==> src/hw/rtl/zone_status_frame_deframer_core_defines.svh <==
// ----------------------------------------------------------------------------
// Zone status deframer assertion macros
// Shared concurrent assertion forms used by the deframer RTL.
// ----------------------------------------------------------------------------
`ifndef ZONE_STATUS_FRAME_DEFRAMER_CORE_DEFINES_SVH
`define ZONE_STATUS_FRAME_DEFRAMER_CORE_DEFINES_SVH

// Same-cycle implication, disabled during reset
`define ZSD_ASSERT_NOW(lbl, clk, rstn, ante, cons, msg) \
    lbl: assert property (@(posedge clk) disable iff (!(rstn)) (ante) |-> (cons)) \
        else $error(msg);

// Next-cycle implication, disabled during reset
`define ZSD_ASSERT_NEXT(lbl, clk, rstn, ante, cons, msg) \
    lbl: assert property (@(posedge clk) disable iff (!(rstn)) (ante) |=> (cons)) \
        else $error(msg);

`endif

==> src/hw/rtl/zsd_pkg.sv <==
// ----------------------------------------------------------------------------
// Zone status deframer package
// Shared constants, event codes and types for the status frame deframer.
// ----------------------------------------------------------------------------
`default_nettype none

package zsd_pkg;

    localparam int COUNT_BITS_DEFAULT = 32;
    localparam int FRAME_BYTES        = 8;
    localparam int ZONES              = 6;
    localparam int GAP_W              = 16;

    localparam logic [7:0]       START_BYTE    = 8'h08;
    localparam logic [7:0]       LOW7          = 8'h7F;
    localparam logic [7:0]       TOP_BIT       = 8'h80;
    localparam logic [7:0]       ECHO_FIRST    = 8'hC0;
    localparam logic [7:0]       ECHO_SECOND   = 8'h30;
    localparam logic [7:0]       ECHO_MAX_MASK = 8'h20;
    localparam logic [GAP_W-1:0] GAP_RESET     = 16'd20;

    // Result event codes
    typedef enum logic [1:0] {
        EV_GOOD    = 2'd0,
        EV_BAD     = 2'd1,
        EV_TIMEOUT = 2'd2
    } event_t;

    // Eight collected bytes, byte 0 is the start byte
    typedef logic [FRAME_BYTES-1:0][7:0] frame_t;

    // Frame check outcome
    typedef struct packed {
        logic             good;
        logic [ZONES-1:0] mask;
        logic [2:0]       slide_fill;
    } check_t;

endpackage

`default_nettype wire

==> src/hw/rtl/zone_status_frame_deframer_core.sv <==
// Results: an input transfer is held in the input register, and its result
//   then goes to the result register, which a stalled m_ready can hold.
// Throughput: one item per cycle unless m_ready stalls a held result; the
//   frame check is a single combinational pass from input to result register.
// Reset: synchronous active-low aresetn clears prefix, fill, mask and counters,
//   and loads gap_ticks with 20. No clearing pass; s_ready is high on release.
`default_nettype none

`include "zone_status_frame_deframer_core_defines.svh"

module zone_status_frame_deframer_core
    import zsd_pkg::*;
#(
    parameter int COUNT_BITS = COUNT_BITS_DEFAULT
) (
    input  wire logic              aclk,
    input  wire logic              aresetn,
    // Input channel
    input  wire logic              s_valid,
    output logic                   s_ready,
    input  wire logic              s_mode,
    input  wire logic [7:0]        s_rx_byte,
    // Result channel
    output logic                   m_valid,
    input  wire logic              m_ready,
    output logic [1:0]             m_event_res,
    output logic [ZONES-1:0]       m_zone_mask,
    output logic                   m_mask_changed,
    output logic [31:0]            m_good_frames,
    output logic [31:0]            m_bad_frames,
    // Configuration write channel
    input  wire logic              cfg_valid,
    output logic                   cfg_ready,
    input  wire logic [GAP_W-1:0]  cfg_gap_ticks
);

    typedef enum logic [1:0] {
        PFX_IDLE,
        PFX_C0,
        PFX_30
    } pfx_t;

    // Control state
    pfx_t                  pfx_reg, pfx_next;
    logic [2:0]            fill_reg, fill_next;
    logic [ZONES-1:0]      known_reg, known_next;
    logic                  seen_reg, seen_next;
    logic [COUNT_BITS-1:0] good_reg, good_next;
    logic [COUNT_BITS-1:0] bad_reg, bad_next;
    logic [GAP_W-1:0]      idle_reg, idle_next;
    logic [GAP_W-1:0]      gap_reg;
    logic                  in_valid_reg;
    logic                  m_valid_reg;

    // Payload
    logic                  in_mode_reg;
    logic [7:0]            in_byte_reg;
    frame_t                frame_reg;
    event_t                ev_reg;
    logic [ZONES-1:0]      mask_reg;
    logic                  changed_reg;
    logic [31:0]           good_out_reg;
    logic [31:0]           bad_out_reg;

    logic                  advance;
    logic                  shift_en;
    logic                  res_valid;
    event_t                res_ev;
    logic [ZONES-1:0]      res_mask;
    logic                  res_changed;
    logic                  mask_ok;
    logic [GAP_W-1:0]      idle_inc;
    frame_t                check_frame;
    check_t                check;

    assign advance   = in_valid_reg && (!m_valid_reg || m_ready);
    assign s_ready   = !in_valid_reg || advance;
    assign cfg_ready = 1'b1;

    // Echo mask byte: zero or a single bit up to 0x20
    assign mask_ok = (in_byte_reg == 8'h00) || (in_byte_reg == 8'h01) ||
                     (in_byte_reg == 8'h02) || (in_byte_reg == 8'h04) ||
                     (in_byte_reg == START_BYTE) || (in_byte_reg == 8'h10) ||
                     (in_byte_reg == ECHO_MAX_MASK);

    // Frame as it stands once the current byte is appended
    always_comb begin
        for (int i = 0; i < FRAME_BYTES - 1; i++) begin
            check_frame[i] = frame_reg[i+1];
        end
        check_frame[FRAME_BYTES-1] = in_byte_reg;
    end

    zsd_frame_check u_check (
        .frame  (check_frame),
        .result (check)
    );

    // Per-item step
    always_comb begin
        logic take;
        pfx_next    = pfx_reg;
        fill_next   = fill_reg;
        known_next  = known_reg;
        seen_next   = seen_reg;
        good_next   = good_reg;
        bad_next    = bad_reg;
        idle_next   = idle_reg;
        shift_en    = 1'b0;
        res_valid   = 1'b0;
        res_ev      = EV_GOOD;
        res_mask    = known_reg;
        res_changed = 1'b0;
        take        = 1'b0;
        idle_inc    = (idle_reg < gap_reg) ? idle_reg + GAP_W'(1) : idle_reg;

        if (advance) begin
            if (in_mode_reg) begin
                // Tick: idle gap drops prefix and any partial frame
                idle_next = idle_inc;
                if (idle_inc >= gap_reg) begin
                    pfx_next = PFX_IDLE;
                    if (fill_reg != 3'd0) begin
                        fill_next = 3'd0;
                        bad_next  = bad_reg + COUNT_BITS'(1);
                        res_valid = 1'b1;
                        res_ev    = EV_TIMEOUT;
                    end
                end
            end else begin
                idle_next = '0;
                take      = 1'b1;
                // Between frames: swallow the command echo
                if (fill_reg == 3'd0) begin
                    take = 1'b0;
                    if (in_byte_reg == ECHO_FIRST) begin
                        pfx_next = PFX_C0;
                    end else if (pfx_reg == PFX_C0 && in_byte_reg == ECHO_SECOND) begin
                        pfx_next = PFX_30;
                    end else begin
                        pfx_next = PFX_IDLE;
                        if (!(pfx_reg == PFX_30 && mask_ok)) begin
                            take = (in_byte_reg == START_BYTE);
                        end
                    end
                end
                if (take) begin
                    shift_en = 1'b1;
                    if (fill_reg == 3'(FRAME_BYTES - 1)) begin
                        res_valid = 1'b1;
                        if (check.good) begin
                            res_ev      = EV_GOOD;
                            res_mask    = check.mask;
                            res_changed = !seen_reg || (known_reg != check.mask);
                            good_next   = good_reg + COUNT_BITS'(1);
                            known_next  = check.mask;
                            seen_next   = 1'b1;
                            fill_next   = 3'd0;
                        end else begin
                            res_ev    = EV_BAD;
                            bad_next  = bad_reg + COUNT_BITS'(1);
                            fill_next = check.slide_fill;
                        end
                    end else begin
                        fill_next = fill_reg + 3'd1;
                    end
                end
            end
        end
    end

    // Control registers
    always_ff @(posedge aclk) begin
        if (!aresetn) begin
            pfx_reg      <= PFX_IDLE;
            fill_reg     <= '0;
            known_reg    <= '0;
            seen_reg     <= 1'b0;
            good_reg     <= '0;
            bad_reg      <= '0;
            idle_reg     <= '0;
            gap_reg      <= GAP_RESET;
            in_valid_reg <= 1'b0;
            m_valid_reg  <= 1'b0;
        end else begin
            pfx_reg   <= pfx_next;
            fill_reg  <= fill_next;
            known_reg <= known_next;
            seen_reg  <= seen_next;
            good_reg  <= good_next;
            bad_reg   <= bad_next;
            idle_reg  <= idle_next;
            if (cfg_valid && cfg_ready) begin
                gap_reg <= cfg_gap_ticks;
            end
            if (s_valid && s_ready) begin
                in_valid_reg <= 1'b1;
            end else if (advance) begin
                in_valid_reg <= 1'b0;
            end
            if (advance && res_valid) begin
                m_valid_reg <= 1'b1;
            end else if (m_ready) begin
                m_valid_reg <= 1'b0;
            end
        end
    end

    // Payload registers
    always_ff @(posedge aclk) begin
        if (s_valid && s_ready) begin
            in_mode_reg <= s_mode;
            in_byte_reg <= s_rx_byte;
        end
        if (shift_en) begin
            frame_reg <= check_frame;
        end
        if (advance && res_valid) begin
            ev_reg       <= res_ev;
            mask_reg     <= res_mask;
            changed_reg  <= res_changed;
            good_out_reg <= 32'(good_next);
            bad_out_reg  <= 32'(bad_next);
        end
    end

    assign m_valid        = m_valid_reg;
    assign m_event_res    = ev_reg;
    assign m_zone_mask    = mask_reg;
    assign m_mask_changed = changed_reg;
    assign m_good_frames  = good_out_reg;
    assign m_bad_frames   = bad_out_reg;

    // Checks
    `ZSD_ASSERT_NOW(a_ready_low_only_when_full, aclk, aresetn, !s_ready,
        in_valid_reg && m_valid_reg && !m_ready, "input stalled without a full pipe")
    `ZSD_ASSERT_NOW(a_no_prefix_in_frame, aclk, aresetn, fill_reg != 3'd0,
        pfx_reg == PFX_IDLE, "echo prefix progress while a frame is held")
    `ZSD_ASSERT_NEXT(a_byte_clears_idle, aclk, aresetn, advance && !in_mode_reg,
        idle_reg == '0, "received byte did not clear the idle count")
    `ZSD_ASSERT_NEXT(a_good_updates_mask, aclk, aresetn,
        advance && res_valid && res_ev == EV_GOOD,
        seen_reg && known_reg == m_zone_mask && m_valid, "valid status not recorded")
    `ZSD_ASSERT_NEXT(a_result_posted, aclk, aresetn, advance && res_valid,
        m_valid, "result lost on the way to the output register")

endmodule

`default_nettype wire

==> src/hw/rtl/zsd_frame_check.sv <==
// ----------------------------------------------------------------------------
// Zone status frame check
// Validates a complete 8-byte status frame, extracts the zone mask and finds
// the refill level for sliding to the next start byte after a rejection.
// ----------------------------------------------------------------------------
`default_nettype none

module zsd_frame_check
    import zsd_pkg::*;
(
    input  frame_t frame,
    output check_t result
);

    always_comb begin
        logic [7:0] sum;
        logic       fmt_ok;
        logic       slid;
        sum                = frame[0];
        fmt_ok             = (frame[0] == START_BYTE);
        result.mask        = '0;
        result.slide_fill  = '0;
        slid               = 1'b0;

        // Index bytes: low seven bits count up, top bit is the zone flag
        for (int k = 0; k < ZONES; k++) begin
            if ((frame[k+1] & LOW7) != 8'(k)) begin
                fmt_ok = 1'b0;
            end
            sum            = sum + frame[k+1];
            result.mask[k] = |(frame[k+1] & TOP_BIT);
        end
        result.good = fmt_ok && (sum == frame[FRAME_BYTES-1]);

        // First start byte after position 0 sets the bytes kept on a reject
        for (int k = 1; k < FRAME_BYTES; k++) begin
            if (!slid && frame[k] == START_BYTE) begin
                result.slide_fill = 3'(FRAME_BYTES - k);
                slid              = 1'b1;
            end
        end
    end

endmodule

`default_nettype wire
==> config.mk <==
export PLATFORM = sky130hd
export DESIGN_NAME = zone_status_frame_deframer_core
export DESIGN_NICKNAME = d
export VERILOG_FILES = /design/src/hw/rtl/zsd_pkg.sv /design/src/hw/rtl/zone_status_frame_deframer_core.sv /design/src/hw/rtl/zsd_frame_check.sv
export VERILOG_INCLUDE_DIRS = /design/src /design/src/hw/rtl
export SDC_FILE = /design/constraint.sdc
export NUM_CORES = 1
export LEC_CHECK = 0
export BUFFER_PORTS_ARGS = -buffer_cell sky130_fd_sc_hd__buf_4
export CAP_MARGIN = 40
export CORE_MARGIN = 10
export CORE_UTILIZATION = 36
export CTS_CLUSTER_DIAMETER = 100
export DETAILED_ROUTE_END_ITERATION = 6
export PLACE_DENSITY = 0.52
export SLEW_MARGIN = 20
export SYNTH_ARGS = -nofsm -noshare
export SYNTH_HDL_FRONTEND = slang
export SYNTH_SLANG_ARGS = --single-unit
==> constraint.sdc <==
create_clock -name aclk -period 11.35 [get_ports aclk]
set_input_delay 1.135 -clock aclk [delete_from_list [all_inputs] [get_ports aclk]]
set_output_delay 1.135 -clock aclk [all_outputs]
set_load 0.1 [all_outputs]
==> key figures <==
Drt
  • Initial DRC count: approximately 380
  • Final WL: ~27000 um
  • Via density: 4.86
  • DR vias: 7909
  • Routed WL per cell: 16.7 um
  • DRC viols: 0
  • TritonRoute pass-1 iters: 4
  • ANT nets after route: 0

Setup path
  • WS Path Type: register to register
  • CP Cell Sequence: fa_1, inv_1, fa_1, fa_1, inv_1, fa_1, ha_1, a211oi_2, nor3_1, nor4_1, o2111ai_2, nor4b_4, nand2_1, o21a_1, or2_1
  • CP most frequent cell: fa_1
  • Critical path launch point: check_frame[2]
  • End of the critical path: m_good_frames[20]
  • Worst reg2reg endpoint: m_good_frames[20]
  • CP Capture Type: register
  • Critical-path top delay cell: nor4b_4
  • Critical Path Fanout Max: 12
  • R2r setup slk: around 5.4 ns
  • FF-to-FF Start: check_frame[2]
  • WP data required: between 10 and 15 ns
  • Slowest stage delay, CP: 0.75 ns
  • Crit path DAT: about 6.3 ns
  • R2R cell count: 15
  • Critical Path Start Type: register

Synth
  • Synth Warn #: 0
  • Cell variety after synth: 72
  • Syn Inst Count: 1049
  • EDFF count, synth: 138
  • Largest area contributor in the netlist: edfxtp_1
  • Synthesized area: 12300 um2
  • Area contributors post-synth: edfxtp_1 (34%), dfxtp_1 (18%), fa_1 (5.2%)
  • Async set or reset register ratio after synthesis: 0
  • Sequential area share after synthesis: 0.516
  • Synth Flop Type: edfxtp_1
  • #FFs+latches synth: 248
  • Syn nets: 1157
  • Mean Syn Cell Area: 11.7 um2
  • Area share of the largest cell type after synthesis: 0.337

Timing
  • Final period util: 0.526
  • Setup total negative slack: 0 ns
  • Hold_ws: 0.476 ns
  • Tmin final: 5.96 ns
  • Worst Max-Slew Pin Slew: roughly 0.86 ns
  • Final hold violations: 0
  • Clock Skew: 0.00966 ns
  • RSZ-0062 raised after global routing: no
  • Fmax: between 150 and 200 MHz
  • Fin. max-slew vios: 0
  • Slew headroom: 0.418
  • Final Setup Violations: 0

Floorplan
  • # rows: 67
  • Core Region: about 34000 um2
  • Die Y: between 200 and 250 um
  • Initial core utilization: 0.366
  • I/O pin total: 106
  • Die area: 42000 um2
  • Die width: 205 um

Clocking
  • H-tree depth reported by CTS: 1
  • CTS Buf Count: 28
  • CTS tree: built
  • Clock Latency Late Sink: 0.55 ns
  • Post-cts sizing count: 0
  • Post-CTS Hold Buffers: 0
  • Deepest clock path buffer count: 3
  • Clock sink total: around 250
  • Clock slew at reported path FFs: 0.06 ns
  • Postcts setup bufs: 0
  • CTS Root Cell: clkbuf_16

Pwr
  • Pwr dens: 134 nW/um2
  • VDD IR max: 0.105 mV
  • Leakage: 0.00559 uW

Final layout
  • Fin util: 0.433
  • Layout area overhead: 18.3%
  • Flip-flop and latch area: 6350 um2
  • Largest register FFs: 56
  • # nets final: 1265
  • Ant diodes: 0
  • Layout cells sized above 1: 0.165
  • Multi-input gate area in the final layout: roughly 5600 um2
  • FILL cells: 3188

Placed design
  • Routability Congestion: approximately 0.81
  • Placed wire-length estimate: 19600 um
  • IO buf count: 104

Worst hold path
  • Min-Delay Path Class: register to register
  • Hold path depth: 2

Global routing
  • First-pass GRT wire length: 44600 um
  • Vias in the first global route: 8226
  • Largest net degree at the start of global routing: 59
  • Gr usage total: 0.130
  • Gr ovfl total: 0
  • Initial antenna violation count: 0

Run status
  • Status: completed

Run
  • Max-cap violations: 0
final cells by class:
| type | count | share of cell area |
|---|---|---|
| flip-flops and latches | 248 | 0.436 |
| inverters | 65 | 0.0168 |
| multi-input cells | 700 | 0.382 |
| well taps | 448 | 0.0385 |
| clock buffers | 38 | 0.0536 |
| clock inverters | 14 | 0.0122 |
| repair buffers | 114 | 0.0608 |
cells in the final DEF, fill, tap and decap left out, types with 29 or more instances in the layout:
master	instances
a21oi_1	42
and2_1	63
buf_4	111
clkbuf_16	29
dfxtp_1	110
edfxtp_1	138
fa_1	32
ha_1	46
inv_1	65
nand2_1	63
nand3_1	35
nor2_1	33
xnor2_1	47
xor2_1	35
cells by family (layout without fill, tap and decap cells):
family | count (synthesis) | count (layout) | synth area share
buffers and inverters | 101 | 231 | 0.0332
XOR/XNOR | 96 | 96 | 0.0810
AO/OA/AOI/OAI | 131 | 131 | 0.0720
flip-flops | 248 | 248 | 0.516
AND/OR/NAND/NOR | 358 | 358 | 0.169
multiplexers | 36 | 36 | 0.0302
other | 1 | 1 | 0.000305
adder cells (fa/ha/maj) | 78 | 78 | 0.0989
metrics by stage:
stage,power (uW),std cells,worst slack (ns),area (um2)
global placement,1030,1572,5.31,13500
floorplan,1010,1049,2.75,12300
detailed placement,1030,1575,5.31,13600
finish,1950,1627,5.39,14600
CTS,1980,1627,5.29,14600
global route,2020,1627,4.90,14600
cell usage after synthesis (4+ instances only):
library cell and n:
mux2i_1 27, nor3_1 14, o21ai_0 20, xnor2_1 47, a21o_1 9, clkbuf_1 26
and2_1 63, xor2_1 35, a21oi_1 42, nor2b_1 22, nor4bb_1 4, nor2_1 33
ha_1 46, and4_1 13, fa_1 32, o21a_1 19, o211ai_1 4, edfxtp_1 138
nand4_1 28, dfxtp_1 110, mux2_2 8, nor4b_1 5, a21boi_0 9, nor4_1 20
nand2b_1 16, nand2_1 64, nand3_2 6, inv_1 65, and3_1 15, nand3_1 35
xnor2_2 8
worst max-delay path, delay by kind of cell, from the launching register on:
family                     cells  cell delay [ns]
adders and majority gates      5             2.44
buffers and inverters          2             0.11
and+or+nand+nor                5             1.80
AOI/OAI and AO/OA              3             0.94
DFF                            1             0.42
power by group:
group / switching, uW / internal, uW / leakage [uW]
combinational: 32.6 / 26.1 / 0.00313
clock: 364 / 571 / 0.000465
sequential: 7.99 / 947 / 0.00200
total: 405 / 1540 / 0.00559
worst min path at each step:
stage	from	end	slack (ns)
5_1_grt	seen_reg	seen_reg	0.49
3_5_place_dp	seen_reg	seen_reg	0.47
4_1_cts	pfx_reg[0]	pfx_reg[0]	0.48
3_3_place_gp	seen_reg	seen_reg	0.46
2_1_floorplan	seen_reg	seen_reg	0.44
6_report	pfx_reg[0]	pfx_reg[0]	0.48
metal layers:
layer	track usage	vias up	wire [um]
met2	0.218	115	13000
met5	0	-	0
met1	0.171	3806	12500
met4	0.0299	0	523
met3	0.0242	38	1240
li1	-	3950	-
No activity file was read; power rests on OpenSTA's default activity.
